==> config.mk <==
export PLATFORM = sky130hd
export DESIGN_NAME = integer_natural_log_unit
export DESIGN_NICKNAME = d
export VERILOG_FILES = /design/src/hdl/inl_pkg.sv /design/src/hdl/inl_front.sv /design/src/hdl/inl_queue.sv /design/src/hdl/inl_horner_step.sv /design/src/hdl/inl_back.sv /design/src/hdl/integer_natural_log_unit.sv
export SDC_FILE = /design/constraint.sdc
export NUM_CORES = 2
export LEC_CHECK = 0
export ABC_CLOCK_PERIOD_IN_PS = 13900
export BUFFER_PORTS_ARGS = -buffer_cell sky130_fd_sc_hd__clkbuf_2
export CAP_MARGIN = 20
export CORE_MARGIN = 5
export CORE_UTILIZATION = 27
export CTS_CLUSTER_DIAMETER = 120
export DETAILED_ROUTE_END_ITERATION = 6
export GPL_TIMING_DRIVEN = 0
export HOLD_SLACK_MARGIN = 0.1
export MAX_ROUTING_LAYER = met4
export PLACE_DENSITY = 0.44
export SETUP_SLACK_MARGIN = 0.05
export SYNTH_ARGS = -nofsm -noshare
export SYNTH_HDL_FRONTEND = slang
export SYNTH_HIERARCHICAL = 1
export SYNTH_SLANG_ARGS = --single-unit
==> constraint.sdc <==
create_clock -name clk -period 13.9 [get_ports clk]
set_clock_uncertainty 0.15 [all_clocks]
set_input_delay 1.39 -clock clk [delete_from_list [all_inputs] [get_ports clk]]
set_output_delay 1.39 -clock clk [all_outputs]
set_load 0.02 [all_outputs]
==> src/hdl/inl_pkg.sv <==
// Shared constants and fixed-point helpers for the integer natural log unit.
package inl_pkg;

	localparam int INPUT_WIDTH_DEF = 32;
	localparam int FRAC_BITS_DEF   = 16;
	localparam int LOG_W           = 23;
	localparam int CONST_SCALE     = 32;
	localparam int HORNER_STEPS    = 4;

	// Magnitudes scaled by 2^32.
	localparam logic [63:0] K_LN2 = 64'd2977044472;
	localparam logic [63:0] K_C0  = 64'd7480947837;
	localparam logic [63:0] K_C1  = 64'd12077559706;
	localparam logic [63:0] K_C2  = 64'd6313416383;
	localparam logic [63:0] K_C3  = 64'd1920621543;
	localparam logic [63:0] K_C4  = 64'd242969955;

	// Round magnitude to nearest at frac fraction bits, then apply sign.
	function automatic logic signed [63:0] fix_const(logic [63:0] mag, logic neg, int frac);
		logic [63:0] r;
		r = (mag + (64'd1 << (CONST_SCALE - 1 - frac))) >> (CONST_SCALE - frac);
		return neg ? -$signed(r) : $signed(r);
	endfunction

	// Coefficient added after the k-th multiply (c3 first, c0 last).
	function automatic logic signed [63:0] horner_coef(int k, int frac);
		logic signed [63:0] c;
		case (k)
			0: c = fix_const(K_C3, 1'b0, frac);
			1: c = fix_const(K_C2, 1'b1, frac);
			2: c = fix_const(K_C1, 1'b0, frac);
			3: c = fix_const(K_C0, 1'b1, frac);
			default: c = '0;
		endcase
		return c;
	endfunction

endpackage

==> src/hdl/inl_front.sv <==
// Front end: accepts requests, finds the top set bit and normalizes the mantissa.
module inl_front import inl_pkg::*; #(
	parameter int INPUT_WIDTH = INPUT_WIDTH_DEF,
	parameter int FRAC_BITS   = FRAC_BITS_DEF,
	parameter int EW          = $clog2(INPUT_WIDTH),
	parameter int YW          = FRAC_BITS + 1
) (
	input  logic                   clk,
	input  logic                   arst_n,
	input  logic                   start,
	output logic                   busy,
	input  logic [INPUT_WIDTH-1:0] x_value,
	input  logic                   q_full,
	output logic                   push,
	output logic [YW-1:0]          push_y,
	output logic [EW-1:0]          push_e,
	output logic                   push_zero
);

	localparam int ZW = INPUT_WIDTH + FRAC_BITS;

	logic                   v_s1, v_s2;
	logic [INPUT_WIDTH-1:0] x_s1;
	logic [EW-1:0]          e_s1, e_s2;
	logic                   zero_s1, zero_s2;
	logic [YW-1:0]          y_s2;
	logic [EW-1:0]          msb;
	logic [EW-1:0]          sh;
	logic [ZW-1:0]          z;
	logic                   rdy_s1, rdy_s2;

	assign rdy_s2 = !v_s2 || !q_full;
	assign rdy_s1 = !v_s1 || rdy_s2;
	assign busy   = !rdy_s1;
	assign push   = v_s2 && !q_full;

	always_comb begin
		msb = '0;
		for (int i = 0; i < INPUT_WIDTH; i++) begin
			if (x_value[i]) msb = EW'(i);
		end
	end

	// Put the top set bit at the head of the word; truncation matches a right shift.
	assign sh = EW'(INPUT_WIDTH - 1) - e_s1;
	assign z  = {x_s1, {FRAC_BITS{1'b0}}} << sh;

	always_ff @(posedge clk or negedge arst_n) begin
		if (!arst_n) begin
			v_s1 <= 1'b0;
			v_s2 <= 1'b0;
		end else begin
			if (rdy_s1) v_s1 <= start;
			if (rdy_s2) v_s2 <= v_s1;
		end
	end

	always_ff @(posedge clk) begin
		if (rdy_s1) begin
			x_s1    <= x_value;
			e_s1    <= msb;
			zero_s1 <= ~|x_value;
		end
		if (rdy_s2) begin
			y_s2    <= z[ZW-1 -: YW];
			e_s2    <= e_s1;
			zero_s2 <= zero_s1;
		end
	end

	assign push_y    = y_s2;
	assign push_e    = e_s2;
	assign push_zero = zero_s2;

endmodule

==> src/hdl/inl_queue.sv <==
// Two-entry request queue between the front and back ends.
module inl_queue #(
	parameter int DW = 8
) (
	input  logic          clk,
	input  logic          arst_n,
	input  logic          push,
	input  logic [DW-1:0] push_data,
	output logic          full,
	input  logic          pop,
	output logic          pop_valid,
	output logic [DW-1:0] pop_data
);

	localparam int DEPTH = 2;

	logic [DW-1:0] mem_q [DEPTH];
	logic          wr_q, rd_q;
	logic [1:0]    cnt_q;
	logic          do_pop;

	assign full      = (cnt_q == 2'(DEPTH));
	assign pop_valid = (cnt_q != 2'd0);
	assign do_pop    = pop && pop_valid;
	assign pop_data  = mem_q[rd_q];

	always_ff @(posedge clk or negedge arst_n) begin
		if (!arst_n) begin
			wr_q  <= 1'b0;
			rd_q  <= 1'b0;
			cnt_q <= 2'd0;
		end else begin
			if (push) wr_q <= !wr_q;
			if (do_pop) rd_q <= !rd_q;
			cnt_q <= cnt_q + 2'(push) - 2'(do_pop);
		end
	end

	always_ff @(posedge clk) begin
		if (push) mem_q[wr_q] <= push_data;
	end

endmodule

==> src/hdl/inl_horner_step.sv <==
// One Horner step: multiply by the mantissa, truncate, add the next coefficient.
module inl_horner_step #(
	parameter int                    FRAC_BITS = 16,
	parameter int                    PW        = 20,
	parameter int                    YW        = 17,
	parameter logic signed [PW-1:0] COEF      = '0
) (
	input  logic                 clk,
	input  logic signed [PW-1:0] acc_in,
	input  logic [YW-1:0]        y_in,
	output logic signed [PW-1:0] acc_out,
	output logic [YW-1:0]        y_out
);

	localparam int MW = PW + YW + 1;

	logic signed [MW-1:0] prod_s1;
	logic [YW-1:0]        y_s1, y_s2;
	logic signed [PW-1:0] acc_s2;
	logic signed [MW-1:0] sum;

	assign sum = (prod_s1 >>> FRAC_BITS) + MW'(COEF);

	always_ff @(posedge clk) begin
		prod_s1 <= MW'(acc_in) * MW'($signed({1'b0, y_in}));
		y_s1    <= y_in;
		acc_s2  <= PW'(sum);
		y_s2    <= y_s1;
	end

	assign acc_out = acc_s2;
	assign y_out   = y_s2;

endmodule

==> src/hdl/inl_back.sv <==
// Back end: polynomial pipeline, exponent term and result register.
module inl_back import inl_pkg::*; #(
	parameter int FRAC_BITS = FRAC_BITS_DEF,
	parameter int EW        = 5,
	parameter int YW        = FRAC_BITS + 1
) (
	input  logic                    clk,
	input  logic                    arst_n,
	input  logic                    in_valid,
	input  logic [YW-1:0]           in_y,
	input  logic [EW-1:0]           in_e,
	input  logic                    in_zero,
	output logic                    done,
	output logic signed [LOG_W-1:0] log_value,
	output logic                    zero_input
);

	localparam int PW    = FRAC_BITS + 4;
	localparam int EL_W  = EW + FRAC_BITS + 1;
	localparam int DLY   = 2 * HORNER_STEPS;
	localparam int MX_W  = (PW > EL_W + 1) ? PW : EL_W + 1;
	localparam int SUM_W = ((MX_W > LOG_W) ? MX_W : LOG_W) + 1;
	localparam logic [FRAC_BITS:0] LN2_C = (FRAC_BITS + 1)'(fix_const(K_LN2, 1'b0, FRAC_BITS));
	localparam logic signed [PW-1:0] C4_C = PW'(fix_const(K_C4, 1'b1, FRAC_BITS));

	logic            v_s1;
	logic [YW-1:0]   y_s1;
	logic [EL_W-1:0] eln2_s1;
	logic            zero_s1;

	logic            v_dly_q    [DLY];
	logic            zero_dly_q [DLY];
	logic [EL_W-1:0] eln2_dly_q [DLY];

	logic signed [PW-1:0] acc_w [HORNER_STEPS+1];
	logic [YW-1:0]        y_w   [HORNER_STEPS+1];
	logic signed [SUM_W-1:0] sum;

	logic                    done_q, zero_q;
	logic signed [LOG_W-1:0] log_q;

	assign acc_w[0] = C4_C;
	assign y_w[0]   = y_s1;

	for (genvar k = 0; k < HORNER_STEPS; k++) begin : g_step
		inl_horner_step #(
			.FRAC_BITS (FRAC_BITS),
			.PW        (PW),
			.YW        (YW),
			.COEF      (PW'(horner_coef(k, FRAC_BITS)))
		) u_step (
			.clk     (clk),
			.acc_in  (acc_w[k]),
			.y_in    (y_w[k]),
			.acc_out (acc_w[k+1]),
			.y_out   (y_w[k+1])
		);
	end

	assign sum = SUM_W'(acc_w[HORNER_STEPS]) + SUM_W'($signed({1'b0, eln2_dly_q[DLY-1]}));

	always_ff @(posedge clk or negedge arst_n) begin
		if (!arst_n) begin
			v_s1   <= 1'b0;
			done_q <= 1'b0;
			for (int i = 0; i < DLY; i++) v_dly_q[i] <= 1'b0;
		end else begin
			v_s1       <= in_valid;
			v_dly_q[0] <= v_s1;
			for (int i = 1; i < DLY; i++) v_dly_q[i] <= v_dly_q[i-1];
			done_q     <= v_dly_q[DLY-1];
		end
	end

	always_ff @(posedge clk) begin
		y_s1          <= in_y;
		zero_s1       <= in_zero;
		eln2_s1       <= EL_W'(in_e) * EL_W'(LN2_C);
		zero_dly_q[0] <= zero_s1;
		eln2_dly_q[0] <= eln2_s1;
		for (int i = 1; i < DLY; i++) begin
			zero_dly_q[i] <= zero_dly_q[i-1];
			eln2_dly_q[i] <= eln2_dly_q[i-1];
		end
		zero_q <= zero_dly_q[DLY-1];
		log_q  <= zero_dly_q[DLY-1] ? '0 : sum[LOG_W-1:0];
	end

	assign done       = done_q;
	assign log_value  = log_q;
	assign zero_input = zero_q;

endmodule

==> src/hdl/integer_natural_log_unit.sv <==
// Top level of the integer natural log unit.
//
// Usage:
//   Request channel: drive x_value and raise start; the request is taken at
//   the rising edge where start is high and busy is low. One request may be
//   issued every cycle.
//   Result channel: done is high for one cycle with log_value (signed, 23 bits,
//   FRAC_BITS fraction bits) and zero_input. The receiver cannot stall; results
//   must be captured in the cycle done is high.
// Pipeline: between the accepting edge and done lie two front stages,
//   one queue slot, one back entry stage, a product and a sum register in each
//   of the four Horner steps, and one output register.
// Throughput: one result per cycle, set by the fully pipelined Horner
//   multipliers. The back end pops the queue whenever it holds an entry, so
//   busy stays low in normal operation.
// Reset: arst_n clears all valid flags and queue pointers; nothing is in flight
//   afterward and no result strobes until a new request arrives.
// A zero input returns zero_input = 1 and log_value = 0.
module integer_natural_log_unit import inl_pkg::*; #(
	parameter int INPUT_WIDTH = INPUT_WIDTH_DEF,
	parameter int FRAC_BITS   = FRAC_BITS_DEF
) (
	input  logic                    clk,
	input  logic                    arst_n,
	input  logic                    start,
	output logic                    busy,
	input  logic [INPUT_WIDTH-1:0]  x_value,
	output logic                    done,
	output logic signed [LOG_W-1:0] log_value,
	output logic                    zero_input
);

	localparam int EW = $clog2(INPUT_WIDTH);
	localparam int YW = FRAC_BITS + 1;
	localparam int QW = YW + EW + 1;

	logic          push, q_full, pop_valid;
	logic [YW-1:0] push_y, pop_y;
	logic [EW-1:0] push_e, pop_e;
	logic          push_zero, pop_zero;

	inl_front #(
		.INPUT_WIDTH (INPUT_WIDTH),
		.FRAC_BITS   (FRAC_BITS),
		.EW          (EW),
		.YW          (YW)
	) u_front (
		.clk       (clk),
		.arst_n    (arst_n),
		.start     (start),
		.busy      (busy),
		.x_value   (x_value),
		.q_full    (q_full),
		.push      (push),
		.push_y    (push_y),
		.push_e    (push_e),
		.push_zero (push_zero)
	);

	inl_queue #(
		.DW (QW)
	) u_queue (
		.clk       (clk),
		.arst_n    (arst_n),
		.push      (push),
		.push_data ({push_y, push_e, push_zero}),
		.full      (q_full),
		.pop       (pop_valid),
		.pop_valid (pop_valid),
		.pop_data  ({pop_y, pop_e, pop_zero})
	);

	inl_back #(
		.FRAC_BITS (FRAC_BITS),
		.EW        (EW),
		.YW        (YW)
	) u_back (
		.clk        (clk),
		.arst_n     (arst_n),
		.in_valid   (pop_valid),
		.in_y       (pop_y),
		.in_e       (pop_e),
		.in_zero    (pop_zero),
		.done       (done),
		.log_value  (log_value),
		.zero_input (zero_input)
	);

endmodule

# Word-level counts from Yosys, hierarchy flattened
# Memories as Yosys holds them, arrays and structs flattened.
# Cells that the tools add are included.
op_classes:
  shifts: 1
  muxes: 32
  multipliers: 5
  div_mod_pow: 0
  reduce_logical: 16
  n_eq_ne: 1
  bitwise: 0
  n_lt_le_gt_ge: 0
  add_sub_neg: 8
op_table:
  columns: ["cell", "n"]
  rows:
  - ["$mul A20 B18 Y36", 2]
  - ["$mux W5", 14]
  - ["$shl A48 B5 Y48", 1]
  - ["$add A20 B18 Y20 const B", 2]
  - ["$mul A17 B18 Y35", 1]
  - ["$mux W4", 8]
  - ["$reduce_or A32 Y1", 1]
  - ["$mul A13 B18 Y31 const A", 1]
  - ["$add A20 B23 Y23", 1]
  - ["$add A20 B19 Y20 const B", 1]
  - ["$mul A5 B15 Y20 const B", 1]
  - ["$add A15 B16 Y17 const B", 1]
  - ["$reduce_or A16 Y1", 1]
  - ["$mux W3", 4]
  - ["$reduce_or A8 Y1", 1]
  - ["$logic_not A1 Y1", 7]
  - ["$sub A5 B5 Y5 const A", 1]
  - ["$mux W1", 4]
  - ["$mux W2", 2]
  - ["$reduce_or A4 Y1", 1]
  - ["$add A2 B1 Y2", 1]
  - ["$eq A2 B2 Y1 const B", 1]
  - ["$logic_or A1 B1 Y1", 2]
  - ["$reduce_bool A2 Y1", 1]
  - ["other kinds (3)", 3]
totals:
  out_inout_bits: 26
  in_bits: 35
  mem_bits_ro: 0
  mem_bits_rw: 230
  n_memories: 3
  latch_bits: 0
  reg_bits: 457
mem_list:
  columns: ["name", "depth", "word_bits", "rd", "rd_clocked_by_memory_dff", "write_ports", "line", "text"]
  rows:
  - ["u_back.eln2_dly_q", 8, 22, 8, 0, 8, "inl_back.sv:33", "logic [EL_W-1:0] eln2_dly_q [DLY];"]
  - ["u_queue.mem_q", 2, 23, 1, 0, 1, "inl_queue.sv:17", "logic [DW-1:0] mem_q [DEPTH];"]
  - ["u_back.zero_dly_q", 8, 1, 8, 0, 8, "inl_back.sv:32", "logic zero_dly_q [DLY];"]

# Depth between registers and ports, before layout
logic_depth:
  ltp_word: 30
  ltp_mapped: 24
  mapped_depth_nobuf: 22

# Hierarchy
# Netlist, hierarchy kept.
modules_own_cells:
  columns: ["module", "cells_each", "area_each_um2", "seq_area_each_um2", "instances"]
  rows:
  - ["inl_horner_step (u_back.g_step[1].u_step)", 1503, 13910.8, 1481.4, 1]
  - ["inl_horner_step (u_back.g_step[0].u_step)", 1488, 13874.6, 1481.4, 1]
  - ["inl_horner_step (u_back.g_step[2].u_step)", 1477, 13859.5, 1481.4, 1]
  - ["inl_horner_step (u_back.g_step[3].u_step)", 1436, 13636.8, 1481.4, 1]
  - ["inl_back", 552, 7151.9, 4854.7, 1]
  - ["inl_front", 332, 3858.7, 1881.8, 1]
  - ["inl_queue", 89, 1963.1, 1481.4, 1]

# Worst setup path after synthesis
# No wires, ideal clock.
synth_path:
  kind: "reg2reg"
  startpoint: "reg u_back.g_step[2].u_step.acc_s2[19]"
  endpoint: "reg u_back.g_step[3].u_step.prod_s1[34]"
  setup_slack_ns: 7.704
  period_less_slack_ns: 6.196
  arrival_time_ns: 5.974
  t_required_ns: 13.678
  path_stages_with_launch: 21
  n_path_buf: 1
  path_cell_list: "dfxtp_1 clkbuf_1 nand2_1 fa_1 inv_1 fa_1 inv_1 fa_1 fa_1 inv_1 fa_1 inv_1 fa_1 inv_1 ha_1 a21o_1 a21o_1 a21o_1 or4_4 a31oi_4 xnor2_1"
synth_between:
  elab_chain_len: 1
synth_rtl:
  columns: ["element", "line", "text"]
  rows:
  - ["from (decl)", "inl_horner_step.sv:19", "logic signed [PW-1:0] acc_s2;"]
  - ["from (signal assigned)", "inl_horner_step.sv:27", "acc_s2 <= PW'(sum);"]
  - ["$mul A20 B18 Y36", "inl_horner_step.sv:25", "prod_s1 <= MW'(acc_in) * MW'($signed({1'b0, y_in}));"]
  - ["to (signal assigned)", "inl_horner_step.sv:25", null]
  - ["to (decl)", "inl_horner_step.sv:17", "logic signed [MW-1:0] prod_s1;"]
# No other way between the ends.
# A chain may end at the register's enable or synchronous reset.

# Worst setup path in the final report
layout_path:
  startpoint: "reg u_back.y_s1[10]"
  endpoint: "reg, netlist name u_back/g_step[0].u_step/prod_s1[35]"
layout_between:
  elab_chain_len: 1
layout_rtl:
  columns: ["element", "line", "text"]
  rows:
  - ["from (decl)", "inl_back.sv:27", "logic [YW-1:0] y_s1;"]
  - ["from (signal assigned)", "inl_back.sv:76", "y_s1 <= in_y;"]
  - ["$mul A13 B18 Y31", "inl_horner_step.sv:25", null]
# No other way between the ends.

==> run metrics <==
Data required, critical path ~14 ns; Slew @ Worst Pin 0.975 ns; Worst Setup End Kind flip-flop; startpoint type of the worst setup path flip-flop; global-route wire length before repair 288000 µm; post-route fraction of the period consumed by the critical path 0.549; largest buffer count on any clock path 3; overflow left after global routing 0; critical path fanouts, max 10; routed metal-1 wire length 85000 µm; root buffer cell sky130_fd_sc_hd__clkbuf_16; final weighted congestion of routability-driven global placement 0.890; average footprint of a synthesized cell 9.88 µm²; Initial DRT Pass Iterations 7; # setup viols final 0; TritonCTS clock tree done; clock buffers created by TritonCTS 68; number of instances in the synthesized netlist 6843; number of nets in the finished design 8887; clock latency on the worst-skew pair 0.67 ns; vias post-DR 44300; antenna violations before repair 11; Port-buffer cells 60; critical setup path kind reg -> reg; signal arrival time at the worst endpoint between 8 and 9 ns; DIE WIDTH 510 µm; maximum number of pins on one net before global-route repair 38; number of global-route vias before repair 49200; number of buffers added for setup after CTS 0; post-layout min period 7.63 ns; starting utilization of the core area 0.272; fill cell count about 26000; Routed wire per std cell 17.0 µm; routed length on met2 83700 µm; vias per cell 4.21; DP Wirelength 151000 µm; number of H-tree levels 3; Initial DRC Count roughly 2100; run status finished clean; CTS Hold Buffers Added 0; DRC violation count after routing 0; FP Rows around 180; share of cells above drive strength 1 0.0458; relative area change from synthesis to final layout 11.3%; uppermost signal routing layer after detailed routing met4; area enclosed by the die boundary about 260000 µm²; RSZ-0062 raised after global routing false; area of the mapped netlist 67600 µm²; Placement Cell Area 72700 µm²; total non-filler cell area in the finished layout between 70000 and 80000 µm²; TritonCTS Sinks 615; final hold vios 0; area inside the core boundary 249000 µm²; height of the die 510 µm; total routing usage reported by global routing 0.146; total of max-cap violations 0; Final ANT Viol Nets 0; number of I/O pins 61; Resized Gates After CTS 0; Fmax between 0.1 and 0.15 GHz; Min-Delay Path Class reg -> reg; setup TNS after final layout 0 ns; Synth warnings 6; sum of met3 wire segment lengths after detailed routing 6520 µm; worst-case headroom to the max-slew limit 0.350; DRT Wirelength 179000 µm; clock-pin slew on the worst setup and hold paths 0.07 ns; Slew Viols, Final 0
-- path summary, 6_finish.rpt --
| path | start | slack (ns) | end | cells after the start |
|---|---|---|---|---|
| max in group asynchronous | arst_n | 12.82 | u_back/v_dly_q[4] | 1 |
| min | u_back/g_step[0].u_step/y_s1[5] | 0.13 | u_back/g_step[0].u_step/y_out[5] | 0 |
| max | u_back/y_s1[10] | 6.27 | u_back/g_step[0].u_step/prod_s1[35] | 18 |
| min reg2reg | u_back/g_step[0].u_step/y_s1[5] | 0.13 | u_back/g_step[0].u_step/y_out[5] | 0 |
| min in group asynchronous | arst_n | 0.49 | u_front/v_s1 | 1 |
| max reg2reg | u_back/y_s1[10] | 6.27 | u_back/g_step[0].u_step/prod_s1[35] | 18 |
-- layout by cell type, fill, tap and decap left out, drive strengths merged, types with 18 or more instances in the layout --
cell / instances
mux2: 46
o21a: 27
edfxtp: 107
buf: 30
a21oi: 119
a211oi: 28
nand2b: 18
nor2: 136
ha: 402
nand4: 28
o21ai: 83
nor2b: 27
conb: 158
clkinv: 23
fa: 1317
nor3: 56
and2: 639
a31oi: 22
dfxtp: 492
xnor2: 140
a21o: 49
nand2: 834
xor2: 71
nand3: 49
clkbuf: 370
inv: 1639
-- sequential cells by signal, summed over array words and instances, names as in the netlist, 20 cells and up --
name / count
u_back/eln2_dly_q: 160
u_back/log_value: 23
u_back/eln2_s1: 20
u_back/g_step.u_step/y_out: 51
u_queue/mem_q: 46
u_front/x_s1: 32
u_back/g_step.u_step/y_s1: 51
u_back/g_step.u_step/prod_s1: 80
u_back/g_step.u_step/acc_out: 80
-- layout make-up --
type / count / area (µm²) / area share
Antenna cell: 5 / 12.5 / 0.000166
Inverter: 1633 / 6130 / 0.0815
Multi-Input combinational cell: 4500 / 47500 / 0.632
Tap cell: 3330 / 4170 / 0.0554
Timing Repair Buffer: 64 / 403 / 0.00536
Clock buffer: 85 / 1890 / 0.0251
Buffer: 251 / 1050 / 0.0139
Sequential cell: 615 / 13500 / 0.179
Clock inverter: 40 / 549 / 0.00731
-- routing by layer --
metal | up-vias | global-route usage
li1 | 20800 | -
met1 | 22500 | 0.199
met2 | 740 | 0.235
met3 | 208 | 0.0173
met4 | 0 | 0.0296
met5 | - | -
-- worst max-delay path: stages, from the launching register on --
cell                        delay [ns]
sky130_fd_sc_hd__dfxtp_1          0.50
sky130_fd_sc_hd__clkbuf_1         0.54
sky130_fd_sc_hd__clkbuf_1         0.66
sky130_fd_sc_hd__nand2_1          0.18
sky130_fd_sc_hd__fa_1             0.55
sky130_fd_sc_hd__fa_1             0.56
sky130_fd_sc_hd__fa_1             0.45
sky130_fd_sc_hd__fa_1             0.52
sky130_fd_sc_hd__fa_1             0.52
sky130_fd_sc_hd__fa_1             0.55
sky130_fd_sc_hd__inv_1            0.04
sky130_fd_sc_hd__ha_1             0.27
sky130_fd_sc_hd__clkbuf_1         0.25
sky130_fd_sc_hd__nand2_1          0.14
sky130_fd_sc_hd__or4_4            0.47
sky130_fd_sc_hd__nor4_4           0.48
sky130_fd_sc_hd__o2111ai_2        0.24
sky130_fd_sc_hd__nor4b_4          0.19
sky130_fd_sc_hd__o32ai_2          0.24
-- per-stage QoR --
step	setup slack [ns]	hold WS, ns	std cells	util
6_report	6.27	0.134	10500	0.302
4_1_cts	6.13	0.137	10500	0.302
2_1_floorplan	7.70	0.160	6999	-
5_1_grt	5.89	0.147	10500	0.302
3_3_place_gp	6.24	0.160	10400	0.292
3_5_place_dp	6.19	0.162	10400	0.292
Power is left out: the tool's default activity adds up to more than one toggle a clock period on the data nets, which glitch-free logic cannot reach.
